## src/ttt_pkg.sv

```systemverilog
// ----------------------------------------------------------------------------
// ttt_pkg: shared types and constants of the timeout timer table
// Sizes, operation and status codes, the command record passed from the
// front end to the executor, and the executor state encoding.
// ----------------------------------------------------------------------------
package ttt_pkg;

    localparam int CAPACITY    = 16;
    localparam int CNT_W       = $clog2(CAPACITY + 1);
    localparam int PTR_W       = (CAPACITY > 1) ? $clog2(CAPACITY) : 1;

    localparam int OP_W        = 3;
    localparam int TAG_W       = 32;
    localparam int DUR_W       = 32;
    localparam int IDX_W       = 4;
    localparam int STAT_W      = 2;
    localparam int LIVE_W      = 5;

    // common width for comparing an index against the fill count
    localparam int CMP_W       = (CNT_W > IDX_W) ? CNT_W : IDX_W;

    localparam int CMDQ_DEPTH  = 2;
    localparam int CMDQ_PTR_W  = (CMDQ_DEPTH > 1) ? $clog2(CMDQ_DEPTH) : 1;
    localparam int CMDQ_FILL_W = $clog2(CMDQ_DEPTH + 1);

    typedef enum logic [OP_W-1:0] {
        OP_TICK      = 3'd0,
        OP_ADD       = 3'd1,
        OP_REMOVE    = 3'd2,
        OP_POLL      = 3'd3,
        OP_POLL_ALL  = 3'd4,
        OP_RESET     = 3'd5,
        OP_RESET_ALL = 3'd6,
        OP_CLEAR     = 3'd7
    } t_op;

    typedef enum logic [STAT_W-1:0] {
        STAT_OK          = 2'd0,
        STAT_BAD_INDEX   = 2'd1,
        STAT_NOT_EXPIRED = 2'd2,
        STAT_FULL        = 2'd3
    } t_status;

    typedef struct packed {
        t_op              op;
        logic             multi;     // request may give several results
        logic [TAG_W-1:0] tag;
        logic [DUR_W-1:0] duration;
        logic [IDX_W-1:0] index;
    } t_cmd;

    typedef enum logic [2:0] {
        ST_IDLE,
        ST_EXEC,
        ST_SCAN_RD,
        ST_SCAN_CHK,
        ST_SCAN_END
    } t_state;

endpackage

```

## src/ttt_front.sv

```systemverilog
// ----------------------------------------------------------------------------
// ttt_front: request intake
// Accepts requests, decodes the operation and holds the classified command
// in one register until the command queue takes it.
// ----------------------------------------------------------------------------
module ttt_front (
    input  logic                      i_clk,
    input  logic                      i_rst_n,
    input  logic                      i_valid,
    output logic                      o_ready,
    input  logic [ttt_pkg::OP_W-1:0]  i_op,
    input  logic [ttt_pkg::TAG_W-1:0] i_tag,
    input  logic [ttt_pkg::DUR_W-1:0] i_duration,
    input  logic [ttt_pkg::IDX_W-1:0] i_index,
    output logic                      o_cmd_valid,
    input  logic                      i_cmd_ready,
    output ttt_pkg::t_cmd             o_cmd
);

    logic          r_valid;
    ttt_pkg::t_cmd r_cmd;
    ttt_pkg::t_cmd n_cmd;
    logic          accept;

    assign o_ready     = !r_valid || i_cmd_ready;
    assign accept      = i_valid && o_ready;
    assign o_cmd_valid = r_valid;
    assign o_cmd       = r_cmd;

    always_comb begin
        n_cmd.tag      = i_tag;
        n_cmd.duration = i_duration;
        n_cmd.index    = i_index;
        n_cmd.multi    = 1'b0;
        case (i_op)
            ttt_pkg::OP_TICK:      n_cmd.op = ttt_pkg::OP_TICK;
            ttt_pkg::OP_ADD:       n_cmd.op = ttt_pkg::OP_ADD;
            ttt_pkg::OP_REMOVE:    n_cmd.op = ttt_pkg::OP_REMOVE;
            ttt_pkg::OP_POLL:      n_cmd.op = ttt_pkg::OP_POLL;
            ttt_pkg::OP_POLL_ALL: begin
                n_cmd.op    = ttt_pkg::OP_POLL_ALL;
                n_cmd.multi = 1'b1;
            end
            ttt_pkg::OP_RESET:     n_cmd.op = ttt_pkg::OP_RESET;
            ttt_pkg::OP_RESET_ALL: n_cmd.op = ttt_pkg::OP_RESET_ALL;
            default:               n_cmd.op = ttt_pkg::OP_CLEAR;
        endcase
    end

    always_ff @(posedge i_clk) begin
        if (!i_rst_n) begin
            r_valid <= 1'b0;
        end else if (accept) begin
            r_valid <= 1'b1;
        end else if (i_cmd_ready) begin
            r_valid <= 1'b0;
        end
    end

    always_ff @(posedge i_clk) begin
        if (accept) begin
            r_cmd <= n_cmd;
        end
    end

endmodule

```

## src/ttt_cmdq.sv

```systemverilog
// ----------------------------------------------------------------------------
// ttt_cmdq: command queue
// Short FIFO of classified commands between intake and executor.
// ----------------------------------------------------------------------------
module ttt_cmdq (
    input  logic          i_clk,
    input  logic          i_rst_n,
    input  logic          i_push_valid,
    output logic          o_push_ready,
    input  ttt_pkg::t_cmd i_push_cmd,
    output logic          o_pop_valid,
    input  logic          i_pop_ready,
    output ttt_pkg::t_cmd o_pop_cmd
);

    ttt_pkg::t_cmd                     r_mem [ttt_pkg::CMDQ_DEPTH];
    logic [ttt_pkg::CMDQ_PTR_W-1:0]    r_wr_ptr;
    logic [ttt_pkg::CMDQ_PTR_W-1:0]    r_rd_ptr;
    logic [ttt_pkg::CMDQ_FILL_W-1:0]   r_fill;
    logic                              push;
    logic                              pop;

    assign o_push_ready = r_fill != ttt_pkg::CMDQ_FILL_W'(ttt_pkg::CMDQ_DEPTH);
    assign o_pop_valid  = r_fill != '0;
    assign o_pop_cmd    = r_mem[r_rd_ptr];
    assign push         = i_push_valid && o_push_ready;
    assign pop          = o_pop_valid && i_pop_ready;

    always_ff @(posedge i_clk) begin
        if (!i_rst_n) begin
            r_wr_ptr <= '0;
            r_rd_ptr <= '0;
            r_fill   <= '0;
        end else begin
            if (push) begin
                r_wr_ptr <= (r_wr_ptr == ttt_pkg::CMDQ_PTR_W'(ttt_pkg::CMDQ_DEPTH - 1))
                            ? '0 : r_wr_ptr + ttt_pkg::CMDQ_PTR_W'(1);
            end
            if (pop) begin
                r_rd_ptr <= (r_rd_ptr == ttt_pkg::CMDQ_PTR_W'(ttt_pkg::CMDQ_DEPTH - 1))
                            ? '0 : r_rd_ptr + ttt_pkg::CMDQ_PTR_W'(1);
            end
            if (push && !pop) begin
                r_fill <= r_fill + ttt_pkg::CMDQ_FILL_W'(1);
            end else if (pop && !push) begin
                r_fill <= r_fill - ttt_pkg::CMDQ_FILL_W'(1);
            end
        end
    end

    always_ff @(posedge i_clk) begin
        if (push) begin
            r_mem[r_wr_ptr] <= i_push_cmd;
        end
    end

endmodule

```

## src/ttt_back.sv

```systemverilog
// ----------------------------------------------------------------------------
// ttt_back: timer table executor
// Holds the seconds count and the ordered timer entries, carries out one
// command at a time and drives the registered result port.
// ----------------------------------------------------------------------------
module ttt_back (
    input  logic                       i_clk,
    input  logic                       i_rst_n,
    input  logic                       i_cmd_valid,
    output logic                       o_cmd_ready,
    input  ttt_pkg::t_cmd              i_cmd,
    output logic                       o_out_valid,
    input  logic                       i_out_ready,
    output logic [ttt_pkg::STAT_W-1:0] o_status,
    output logic                       o_expired,
    output logic [ttt_pkg::TAG_W-1:0]  o_expired_tag,
    output logic [ttt_pkg::LIVE_W-1:0] o_live_count,
    output logic                       o_last
);

    localparam int CNT_W = ttt_pkg::CNT_W;
    localparam int PTR_W = ttt_pkg::PTR_W;
    localparam int CMP_W = ttt_pkg::CMP_W;

    // timer entries
    logic [ttt_pkg::TAG_W-1:0] r_ent_tag   [ttt_pkg::CAPACITY];
    logic [ttt_pkg::DUR_W-1:0] r_ent_start [ttt_pkg::CAPACITY];
    logic [ttt_pkg::DUR_W-1:0] r_ent_dur   [ttt_pkg::CAPACITY];

    ttt_pkg::t_state           r_state;
    ttt_pkg::t_state           n_state;
    ttt_pkg::t_cmd             r_cmd;
    logic [ttt_pkg::DUR_W-1:0] r_now;
    logic [CNT_W-1:0]          r_count;
    logic [CNT_W-1:0]          r_scan;

    logic [ttt_pkg::TAG_W-1:0] r_rd_tag;
    logic [ttt_pkg::DUR_W-1:0] r_rd_start;
    logic [ttt_pkg::DUR_W-1:0] r_rd_dur;

    logic                      r_have_pend;
    logic [ttt_pkg::TAG_W-1:0] r_pend_tag;
    logic [CNT_W-1:0]          r_pend_cnt;

    logic                      r_out_valid;
    ttt_pkg::t_status          r_out_status;
    logic                      r_out_exp;
    logic [ttt_pkg::TAG_W-1:0] r_out_tag;
    logic [CNT_W-1:0]          r_out_cnt;
    logic                      r_out_last;

    logic                      out_free;
    logic                      rd_expired;
    logic                      idx_ok;
    logic [CMP_W-1:0]          idx_ext;
    logic [PTR_W-1:0]          idx_ptr;
    logic                      scan_more;
    logic                      full;

    logic                      q_pop;
    logic                      rd_en;
    logic [PTR_W-1:0]          rd_addr;
    logic                      drop_en;
    logic [PTR_W-1:0]          drop_pos;
    logic                      app_en;
    logic                      rst_one_en;
    logic                      rst_all_en;
    logic                      clr_en;
    logic                      tick_en;
    logic                      pend_set;
    logic                      scan_inc;
    logic                      out_we;
    ttt_pkg::t_status          out_status;
    logic                      out_exp;
    logic [ttt_pkg::TAG_W-1:0] out_tag;
    logic [CNT_W-1:0]          out_cnt;
    logic                      out_last;

    assign out_free   = !r_out_valid || i_out_ready;
    assign rd_expired = {1'b0, r_now} > ({1'b0, r_rd_start} + {1'b0, r_rd_dur});
    assign idx_ext    = CMP_W'(r_cmd.index);
    assign idx_ptr    = idx_ext[PTR_W-1:0];
    assign idx_ok     = idx_ext < CMP_W'(r_count);
    assign scan_more  = r_scan < r_count;
    assign full       = r_count >= CNT_W'(ttt_pkg::CAPACITY);
    assign o_cmd_ready = q_pop;

    // next state
    always_comb begin
        n_state = r_state;
        case (r_state)
            ttt_pkg::ST_IDLE: begin
                if (i_cmd_valid) begin
                    n_state = i_cmd.multi ? ttt_pkg::ST_SCAN_RD : ttt_pkg::ST_EXEC;
                end
            end
            ttt_pkg::ST_EXEC: begin
                if (out_free) begin
                    n_state = ttt_pkg::ST_IDLE;
                end
            end
            ttt_pkg::ST_SCAN_RD: begin
                n_state = scan_more ? ttt_pkg::ST_SCAN_CHK : ttt_pkg::ST_SCAN_END;
            end
            ttt_pkg::ST_SCAN_CHK: begin
                if (!rd_expired || !r_have_pend || out_free) begin
                    n_state = ttt_pkg::ST_SCAN_RD;
                end
            end
            ttt_pkg::ST_SCAN_END: begin
                if (out_free) begin
                    n_state = ttt_pkg::ST_IDLE;
                end
            end
            default: n_state = ttt_pkg::ST_IDLE;
        endcase
    end

    // datapath control
    always_comb begin
        q_pop      = 1'b0;
        rd_en      = 1'b0;
        rd_addr    = idx_ptr;
        drop_en    = 1'b0;
        drop_pos   = idx_ptr;
        app_en     = 1'b0;
        rst_one_en = 1'b0;
        rst_all_en = 1'b0;
        clr_en     = 1'b0;
        tick_en    = 1'b0;
        pend_set   = 1'b0;
        scan_inc   = 1'b0;
        out_we     = 1'b0;
        out_status = ttt_pkg::STAT_OK;
        out_exp    = 1'b0;
        out_tag    = '0;
        out_cnt    = r_count;
        out_last   = 1'b1;
        case (r_state)
            ttt_pkg::ST_IDLE: begin
                if (i_cmd_valid) begin
                    q_pop   = 1'b1;
                    rd_en   = 1'b1;
                    rd_addr = PTR_W'(i_cmd.index);
                end
            end
            ttt_pkg::ST_EXEC: begin
                if (out_free) begin
                    out_we = 1'b1;
                    case (r_cmd.op)
                        ttt_pkg::OP_TICK: begin
                            tick_en = 1'b1;
                        end
                        ttt_pkg::OP_ADD: begin
                            if (full) begin
                                out_status = ttt_pkg::STAT_FULL;
                            end else begin
                                app_en  = 1'b1;
                                out_cnt = r_count + CNT_W'(1);
                            end
                        end
                        ttt_pkg::OP_REMOVE: begin
                            if (!idx_ok) begin
                                out_status = ttt_pkg::STAT_BAD_INDEX;
                            end else begin
                                drop_en = 1'b1;
                                out_cnt = r_count - CNT_W'(1);
                            end
                        end
                        ttt_pkg::OP_POLL: begin
                            if (!idx_ok) begin
                                out_status = ttt_pkg::STAT_BAD_INDEX;
                            end else if (!rd_expired) begin
                                out_status = ttt_pkg::STAT_NOT_EXPIRED;
                            end else begin
                                drop_en = 1'b1;
                                out_exp = 1'b1;
                                out_tag = r_rd_tag;
                                out_cnt = r_count - CNT_W'(1);
                            end
                        end
                        ttt_pkg::OP_RESET: begin
                            if (!idx_ok) begin
                                out_status = ttt_pkg::STAT_BAD_INDEX;
                            end else begin
                                rst_one_en = 1'b1;
                            end
                        end
                        ttt_pkg::OP_RESET_ALL: begin
                            rst_all_en = 1'b1;
                        end
                        ttt_pkg::OP_CLEAR: begin
                            clr_en  = 1'b1;
                            out_cnt = '0;
                        end
                        default: begin
                            out_status = ttt_pkg::STAT_OK;
                        end
                    endcase
                end
            end
            ttt_pkg::ST_SCAN_RD: begin
                rd_addr = r_scan[PTR_W-1:0];
                rd_en   = scan_more;
            end
            ttt_pkg::ST_SCAN_CHK: begin
                drop_pos = r_scan[PTR_W-1:0];
                if (!rd_expired) begin
                    scan_inc = 1'b1;
                end else if (!r_have_pend || out_free) begin
                    // release the previous hit, it is known not to be the last
                    out_we   = r_have_pend;
                    out_exp  = 1'b1;
                    out_tag  = r_pend_tag;
                    out_cnt  = r_pend_cnt;
                    out_last = 1'b0;
                    drop_en  = 1'b1;
                    pend_set = 1'b1;
                end
            end
            ttt_pkg::ST_SCAN_END: begin
                if (out_free) begin
                    out_we = 1'b1;
                    if (r_have_pend) begin
                        out_exp = 1'b1;
                        out_tag = r_pend_tag;
                        out_cnt = r_pend_cnt;
                    end
                end
            end
            default: begin
                q_pop = 1'b0;
            end
        endcase
    end

    always_ff @(posedge i_clk) begin
        if (!i_rst_n) begin
            r_state     <= ttt_pkg::ST_IDLE;
            r_now       <= '0;
            r_count     <= '0;
            r_out_valid <= 1'b0;
            r_have_pend <= 1'b0;
            r_scan      <= '0;
        end else begin
            r_state <= n_state;
            if (tick_en) begin
                r_now <= r_now + ttt_pkg::DUR_W'(1);
            end
            if (clr_en) begin
                r_count <= '0;
            end else if (app_en) begin
                r_count <= r_count + CNT_W'(1);
            end else if (drop_en) begin
                r_count <= r_count - CNT_W'(1);
            end
            if (q_pop) begin
                r_scan      <= '0;
                r_have_pend <= 1'b0;
            end else begin
                if (scan_inc) begin
                    r_scan <= r_scan + CNT_W'(1);
                end
                if (pend_set) begin
                    r_have_pend <= 1'b1;
                end
            end
            if (out_we) begin
                r_out_valid <= 1'b1;
            end else if (i_out_ready) begin
                r_out_valid <= 1'b0;
            end
        end
    end

    always_ff @(posedge i_clk) begin
        if (q_pop) begin
            r_cmd <= i_cmd;
        end
        if (rd_en) begin
            r_rd_tag   <= r_ent_tag[rd_addr];
            r_rd_start <= r_ent_start[rd_addr];
            r_rd_dur   <= r_ent_dur[rd_addr];
        end
        if (pend_set) begin
            r_pend_tag <= r_rd_tag;
            r_pend_cnt <= r_count - CNT_W'(1);
        end
        if (out_we) begin
            r_out_status <= out_status;
            r_out_exp    <= out_exp;
            r_out_tag    <= out_tag;
            r_out_cnt    <= out_cnt;
            r_out_last   <= out_last;
        end
    end

    // each entry either takes its successor (close a gap), is appended,
    // or restarts from the current time
    for (genvar j = 0; j < ttt_pkg::CAPACITY; j++) begin : g_ent
        localparam int SRC = (j < ttt_pkg::CAPACITY - 1) ? j + 1 : j;
        always_ff @(posedge i_clk) begin
            if (drop_en && (PTR_W'(j) >= drop_pos)) begin
                r_ent_tag[j]   <= r_ent_tag[SRC];
                r_ent_start[j] <= r_ent_start[SRC];
                r_ent_dur[j]   <= r_ent_dur[SRC];
            end else if (app_en && (r_count == CNT_W'(j))) begin
                r_ent_tag[j]   <= r_cmd.tag;
                r_ent_start[j] <= r_now;
                r_ent_dur[j]   <= r_cmd.duration;
            end else if (rst_all_en || (rst_one_en && (idx_ptr == PTR_W'(j)))) begin
                r_ent_start[j] <= r_now;
            end
        end
    end

    assign o_out_valid   = r_out_valid;
    assign o_status      = r_out_status;
    assign o_expired     = r_out_exp;
    assign o_expired_tag = r_out_tag;
    assign o_live_count  = ttt_pkg::LIVE_W'(r_out_cnt);
    assign o_last        = r_out_last;

    a_count_bound: assert property (@(posedge i_clk) disable iff (!i_rst_n)
        r_count <= CNT_W'(ttt_pkg::CAPACITY))
        else $error("timer count above capacity");

    a_no_overwrite: assert property (@(posedge i_clk) disable iff (!i_rst_n)
        (r_out_valid && !i_out_ready) |-> !out_we)
        else $error("result overwritten while stalled");

    a_drop_nonempty: assert property (@(posedge i_clk) disable iff (!i_rst_n)
        drop_en |-> (r_count != '0))
        else $error("entry dropped from an empty table");

    a_scan_in_range: assert property (@(posedge i_clk) disable iff (!i_rst_n)
        (r_state == ttt_pkg::ST_SCAN_CHK) |-> (r_scan < r_count))
        else $error("scan pointer past the live entries");

    a_append_room: assert property (@(posedge i_clk) disable iff (!i_rst_n)
        app_en |-> !full)
        else $error("append into a full table");

endmodule

```

## src/timeout_timer_table.sv

```systemverilog
// ----------------------------------------------------------------------------
// timeout_timer_table: ordered table of one-shot timers
// Requests in on one valid/ready channel, results out on another. Request
// ops: tick, add, remove, poll, poll_all, reset, reset_all, clear. Every
// request gives one result with last set, except poll_all, which gives one
// result per expired timer (last on the final one) or a single "none expired".
//
// Requests pass an intake register and a two-entry command queue, then an
// executor that owns the seconds count and the timer entries.
// A request reaches its result through the intake register, the command
// queue, the executor's entry read and its result register. The executor
// takes no new request until it is through with the last: a single-result
// request is read from the table, then executed and its result written.
// Poll_all does one registered table read and one expiry compare per
// entry visited, up to CAPACITY; a removal closes the gap by shifting.
// Reset clears the seconds count, the table fill and all valid flags; the
// entry contents are left as they are. When the receiver holds ready low,
// the result register holds its result, the executor stops, and requests
// back up in the queue and intake register before o_in_ready drops.
// ----------------------------------------------------------------------------
module timeout_timer_table (
    input  logic                       i_clk,
    input  logic                       i_rst_n,
    input  logic                       i_in_valid,
    output logic                       o_in_ready,
    input  logic [ttt_pkg::OP_W-1:0]   i_op,
    input  logic [ttt_pkg::TAG_W-1:0]  i_tag,
    input  logic [ttt_pkg::DUR_W-1:0]  i_duration,
    input  logic [ttt_pkg::IDX_W-1:0]  i_index,
    output logic                       o_out_valid,
    input  logic                       i_out_ready,
    output logic [ttt_pkg::STAT_W-1:0] o_status,
    output logic                       o_expired,
    output logic [ttt_pkg::TAG_W-1:0]  o_expired_tag,
    output logic [ttt_pkg::LIVE_W-1:0] o_live_count,
    output logic                       o_last
);

    // classified request from intake to queue
    ttt_pkg::t_cmd front_cmd;
    logic          front_valid;
    logic          q_push_ready;

    // queue head to executor
    ttt_pkg::t_cmd q_cmd;
    logic          q_valid;
    logic          back_ready;

    // decode the op and hold the request until the queue has room
    ttt_front u_front (
        .i_clk       (i_clk),
        .i_rst_n     (i_rst_n),
        .i_valid     (i_in_valid),
        .o_ready     (o_in_ready),
        .i_op        (i_op),
        .i_tag       (i_tag),
        .i_duration  (i_duration),
        .i_index     (i_index),
        .o_cmd_valid (front_valid),
        .i_cmd_ready (q_push_ready),
        .o_cmd       (front_cmd)
    );

    // decouple intake from the executor so either side can stall alone
    ttt_cmdq u_cmdq (
        .i_clk        (i_clk),
        .i_rst_n      (i_rst_n),
        .i_push_valid (front_valid),
        .o_push_ready (q_push_ready),
        .i_push_cmd   (front_cmd),
        .o_pop_valid  (q_valid),
        .i_pop_ready  (back_ready),
        .o_pop_cmd    (q_cmd)
    );

    // execute commands against the table and drive the result register
    ttt_back u_back (
        .i_clk         (i_clk),
        .i_rst_n       (i_rst_n),
        .i_cmd_valid   (q_valid),
        .o_cmd_ready   (back_ready),
        .i_cmd         (q_cmd),
        .o_out_valid   (o_out_valid),
        .i_out_ready   (i_out_ready),
        .o_status      (o_status),
        .o_expired     (o_expired),
        .o_expired_tag (o_expired_tag),
        .o_live_count  (o_live_count),
        .o_last        (o_last)
    );

endmodule
```

## config.mk

```make
export PLATFORM = sky130hd
export DESIGN_NAME = timeout_timer_table
export DESIGN_NICKNAME = d
export VERILOG_FILES = /design/src/ttt_pkg.sv /design/src/ttt_front.sv /design/src/ttt_cmdq.sv /design/src/ttt_back.sv /design/src/timeout_timer_table.sv
export SDC_FILE = /design/constraint.sdc
export NUM_CORES = 2
export LEC_CHECK = 0
export BUFFER_PORTS_ARGS = -buffer_cell sky130_fd_sc_hd__buf_2
export CORE_ASPECT_RATIO = 1.5
export CORE_UTILIZATION = 55
export DETAILED_ROUTE_END_ITERATION = 6
export PLACE_DENSITY = 0.79
export SETUP_SLACK_MARGIN = 0.15
export SYNTH_ARGS = -nofsm -noshare
export SYNTH_HDL_FRONTEND = slang
export SYNTH_SLANG_ARGS = --single-unit
```

## constraint.sdc

```tcl
create_clock -name i_clk -period 14.7 [get_ports i_clk]
set_input_delay 3.675 -clock i_clk [delete_from_list [all_inputs] [get_ports i_clk]]
set_output_delay 3.675 -clock i_clk [all_outputs]
set_load 0.02 [all_outputs]
```

==> results_dict.tcl <==
set metrics [dict create \
    rows 190 \
    place_congestion 0.893 \
    startpoint_type "register" \
    clk_pin_slew_ns 0.06 \
    cp_max_fo 38 \
    grt_usage_pct 26.8 \
    grt_pass1_vias 62000 \
    cts_tree "built" \
    rsz0062_at_grt "false" \
    io_buffer_count 117 \
    h-tree-depth 4 \
    die-area_um2 182000 \
    crit_start "u_back.r_rd_dur[0]$_DFFE_PP_" \
    post_cts_buffers 0 \
    cts-buffers-inserted 195 \
    dominantRegCellSynth "edfxtp_1" \
    cp.arrival_ns 8.63 \
    gr-usage-met2_pct 45.6 \
    multiInputGateArea_um2 35800 \
    totalWireLength_mm 249 \
    tns_ns 0 \
    met1_usage_pct 34.1 \
    fillers 13400 \
    num-nets-final 7133 \
    vias_per_cell 6.53 \
    end_kind "register" \
    power.density_nw_per_um2 204 \
    dr.pass1.iters 7 \
    fin_skew_ns 0.0887 \
    p_leak_nw 35.4 \
    outcome "complete, but fails checks" \
    antenna_left 0 \
    synth.largest_area_cell "edfxtp_1" \
    max-vdd-ir-drop_mv 0.315 \
    top_usage_layer "met2" \
    die_y_um 522 \
    dpl.hpwl_mm 150 \
    holdBufCountCts 0 \
    avgSynthCellArea_um2 13.8 \
    drv_slew 0 \
    finalSetupViolCount 0 \
    yosysWarningCount 0 \
    maxCapViolCount 0 \
    synth_nets 7347 \
    clock_latency_ns 0.88 \
    internal_power_mw 12.7 \
    synth_top_area_share_pct 60.5 \
    cts_resized 0 \
    p_seq_share_pct 34.9 \
    finalHoldViolCount 0 \
    worstMarginPinSlew_ns 1.26 \
    cts_buffer_depth 4 \
    crit_slowest_cell "o21ai_4" \
    place_ws_ns 6.36 \
    crit_chain "ha_1, fa_1, a211oi_2, o211ai_1, a221oi_2, o21ai_2, a2111oi_0, nor3_1, a41oi_1, nand2_1, xnor2_1, ha_1, and4_1, and4_1, nand4_1, a31oi_1, a311oi_1, o41ai_2, buf_4, nand2_1, o21ai_4, buf_4" \
    io_pins 118 \
    regArea_um2 61000 \
    die_w_um 349 \
    max_freq_mhz 122 \
    required_ns 15.16 \
    hold_class "reg -> reg" \
    drt-initial-drc-count 6836 \
    start_util_pct 55.5 \
    violations "design-rule violations" \
    gr-usage-met3_pct 4.38 \
    vias 62200 \
    synth_edf_count 1997 \
    hold_start "u_front.o_cmd[71]$_DFFE_PP_" \
    core_um2 179000 \
    clock_sinks 2050 \
    grt_start_max_net_pins 219 \
    power_mw 22.0 \
    area_growth_syn_to_layout_pct 8.50 \
    period_share_pct 55.6 \
    r2r_start "u_back.r_rd_dur[0]$_DFFE_PP_" \
    p_clk_share_pct 22.5 \
    fin_ws_ns 6.52 \
    p_comb_share_pct 42.6 \
    wl_per_cell_um 26.1 \
    crit_family "compound AO/OA/AOI/OAI gates" \
    cts-root-buf "clkbuf_16" \
    slowest_delay_ns 1.22 \
    period_needed_ns 8.18 \
    async_reset_ff_share_pct 0 \
    ys_ff_latch 2050 \
    worst-path-buf-inv 2 \
    route.detailed.drc 1 \
    drive_gt1_share_pct 28.7 \
    syn_area_um2 99200 \
    grt-ovfl-total 0 \
    antenna_found_initial 8 \
    p_sw_share_pct 42.1 \
    ys_types 85 \
    ys_seq_area_share_pct 61.5 \
    power.switching_mw 9.26 \
    syn-instance-count 7191 \
    synthTopCellsByArea "edfxtp_1 (60%), mux2_2 (16%), a211oi_1 (3.7%)" \
    grt_pass1_wl_mm 377 \
    worstSetupPathType "reg -> reg" \
    slew_headroom_pct 16.2 \
]
## worst reg2reg max path: stages (launching register included)
cell and delay, ns:
edfxtp_1 0.37, ha_1 0.24, fa_1 0.44, a211oi_2 0.26, o211ai_1 0.17, a221oi_2 0.42, o21ai_2 0.19, a2111oi_0 0.47
nor3_1 0.15, a41oi_1 0.32, nand2_1 0.12, xnor2_1 0.15, ha_1 0.32, and4_1 0.24, and4_1 0.21, nand4_1 0.12
a31oi_1 0.17, a311oi_1 0.14, o41ai_2 0.40, buf_4 0.27, nand2_1 0.64, o21ai_4 1.23, buf_4 0.72
## power by group through the flow
stage	Clock, mW	Sequential [mW]	Combinational [mW]
6_report	4.95	7.68	9.36
5_1_grt	5.20	7.74	9.98
4_1_cts	5.00	7.68	9.20
3_5_place_dp	0	7.80	9.13
3_3_place_gp	0	7.76	8.97
2_1_floorplan	0	7.50	6.37
## layer usage
layer	part of all wire [%]	vias up
met2	50	2912
met3	7.9	637
met1	38	31400
met5	0.020	-
li1	-	27300
met4	4.2	8
## registers in the layout, indices dropped and copies added (netlist names), 2 cells and up, named ones only
signal / flops
u_cmdq.r_mem: 144
u_back.r_ent_dur: 512
u_cmdq.r_fill: 2
u_back.o_status: 2
u_back.r_scan: 5
u_back.idx_ptr: 4
u_front.o_cmd: 72
u_back.r_pend_cnt: 5
u_back.r_rd_start: 32
u_back.r_rd_tag: 32
u_back.o_expired_tag: 32
u_back.r_now: 32
u_back.r_rd_dur: 32
u_back.r_pend_tag: 32
u_back.r_ent_tag: 512
u_back.r_ent_start: 512
u_back.o_live_count: 5
u_back.r_cmd: 67
u_back.r_count: 5
u_back.r_state: 3
## worst paths after layout
check	to	slack (ns)	depth (start not counted)
worst max-delay path	u_back.r_ent_dur[4][1]$_DFFE_PP_	6.52	22
worst min-delay path	u_cmdq.r_mem[1][71]$_DFFE_PP_	0.43	0
worst max register to register	u_back.r_ent_dur[4][1]$_DFFE_PP_	6.52	22
worst min register to register	u_cmdq.r_mem[1][71]$_DFFE_PP_	0.43	0
## kinds of logic after synthesis
family	Yosys count	synth area share, %
buffers and inverters	659	2.88
xor gates and xnor gates	65	0.574
AOI/OAI and AO/OA	1333	9.61
muxes	1522	17.3
and+or+nand+nor	1481	7.08
DFF	2050	61.5
adders and majority gates	81	1.03
## cells in the mapped netlist, types with 32 or more instances
library cell  count
o21ai_0          46
a31oi_1         200
and2_1          418
clkbuf_1        411
nor2_1           47
dfxtp_1          53
edfxtp_1       1997
a21oi_1         247
buf_2           170
a22o_1           32
ha_1             80
a311oi_1        195
xnor2_1          40
nand2_1         857
a211oi_1        485
mux2_2         1447
mux2_1           64
## cells in the final DEF (no fill, tap or decap), drive strengths merged, types with 7 or more instances in the layout
cell type	n
and3	19
inv	30
xnor2	40
xor2	25
dfxtp	53
a21oi	248
o21bai	9
a21boi	12
o21ai	52
a311oi	195
mux2	1511
edfxtp	1997
nand2	858
mux2i	11
and4	10
nor2	50
buf	221
nand3b	7
or3	12
and2	420
nand4	13
nand3	31
a211oi	486
a31oi	200
clkbuf	237
a22o	32
clkinv	75
bufinv	16
nand2b	22
a21o	20
nor2b	8
o211ai	20
nor3	18
clkinvlp	9
ha	80
## metrics by stage
step | instance area [um2] | cells | util, % | hold slack (ns)
2_1_floorplan | 99200 | 7191 | - | 0.421
3_3_place_gp | 101000 | 9180 | 56.8 | 0.422
3_5_place_dp | 101000 | 9180 | 56.8 | 0.430
4_1_cts | 108000 | 9520 | 60.2 | 0.432
5_1_grt | 108000 | 9521 | 60.2 | 0.439
6_report | 108000 | 9525 | 60.2 | 0.432
## cell type report
cell class / count / area share [%]
multi-input combinational: 4482 / 33.3
tap: 2400 / 2.79
sequential: 2050 / 56.7
antenna: 5 / 0.0116
timing repair buffer: 221 / 1.39
inverter: 27 / 0.0965
clock inverter: 103 / 0.916
clock buffer: 237 / 4.76
Power figures use the tool's default switching activity.
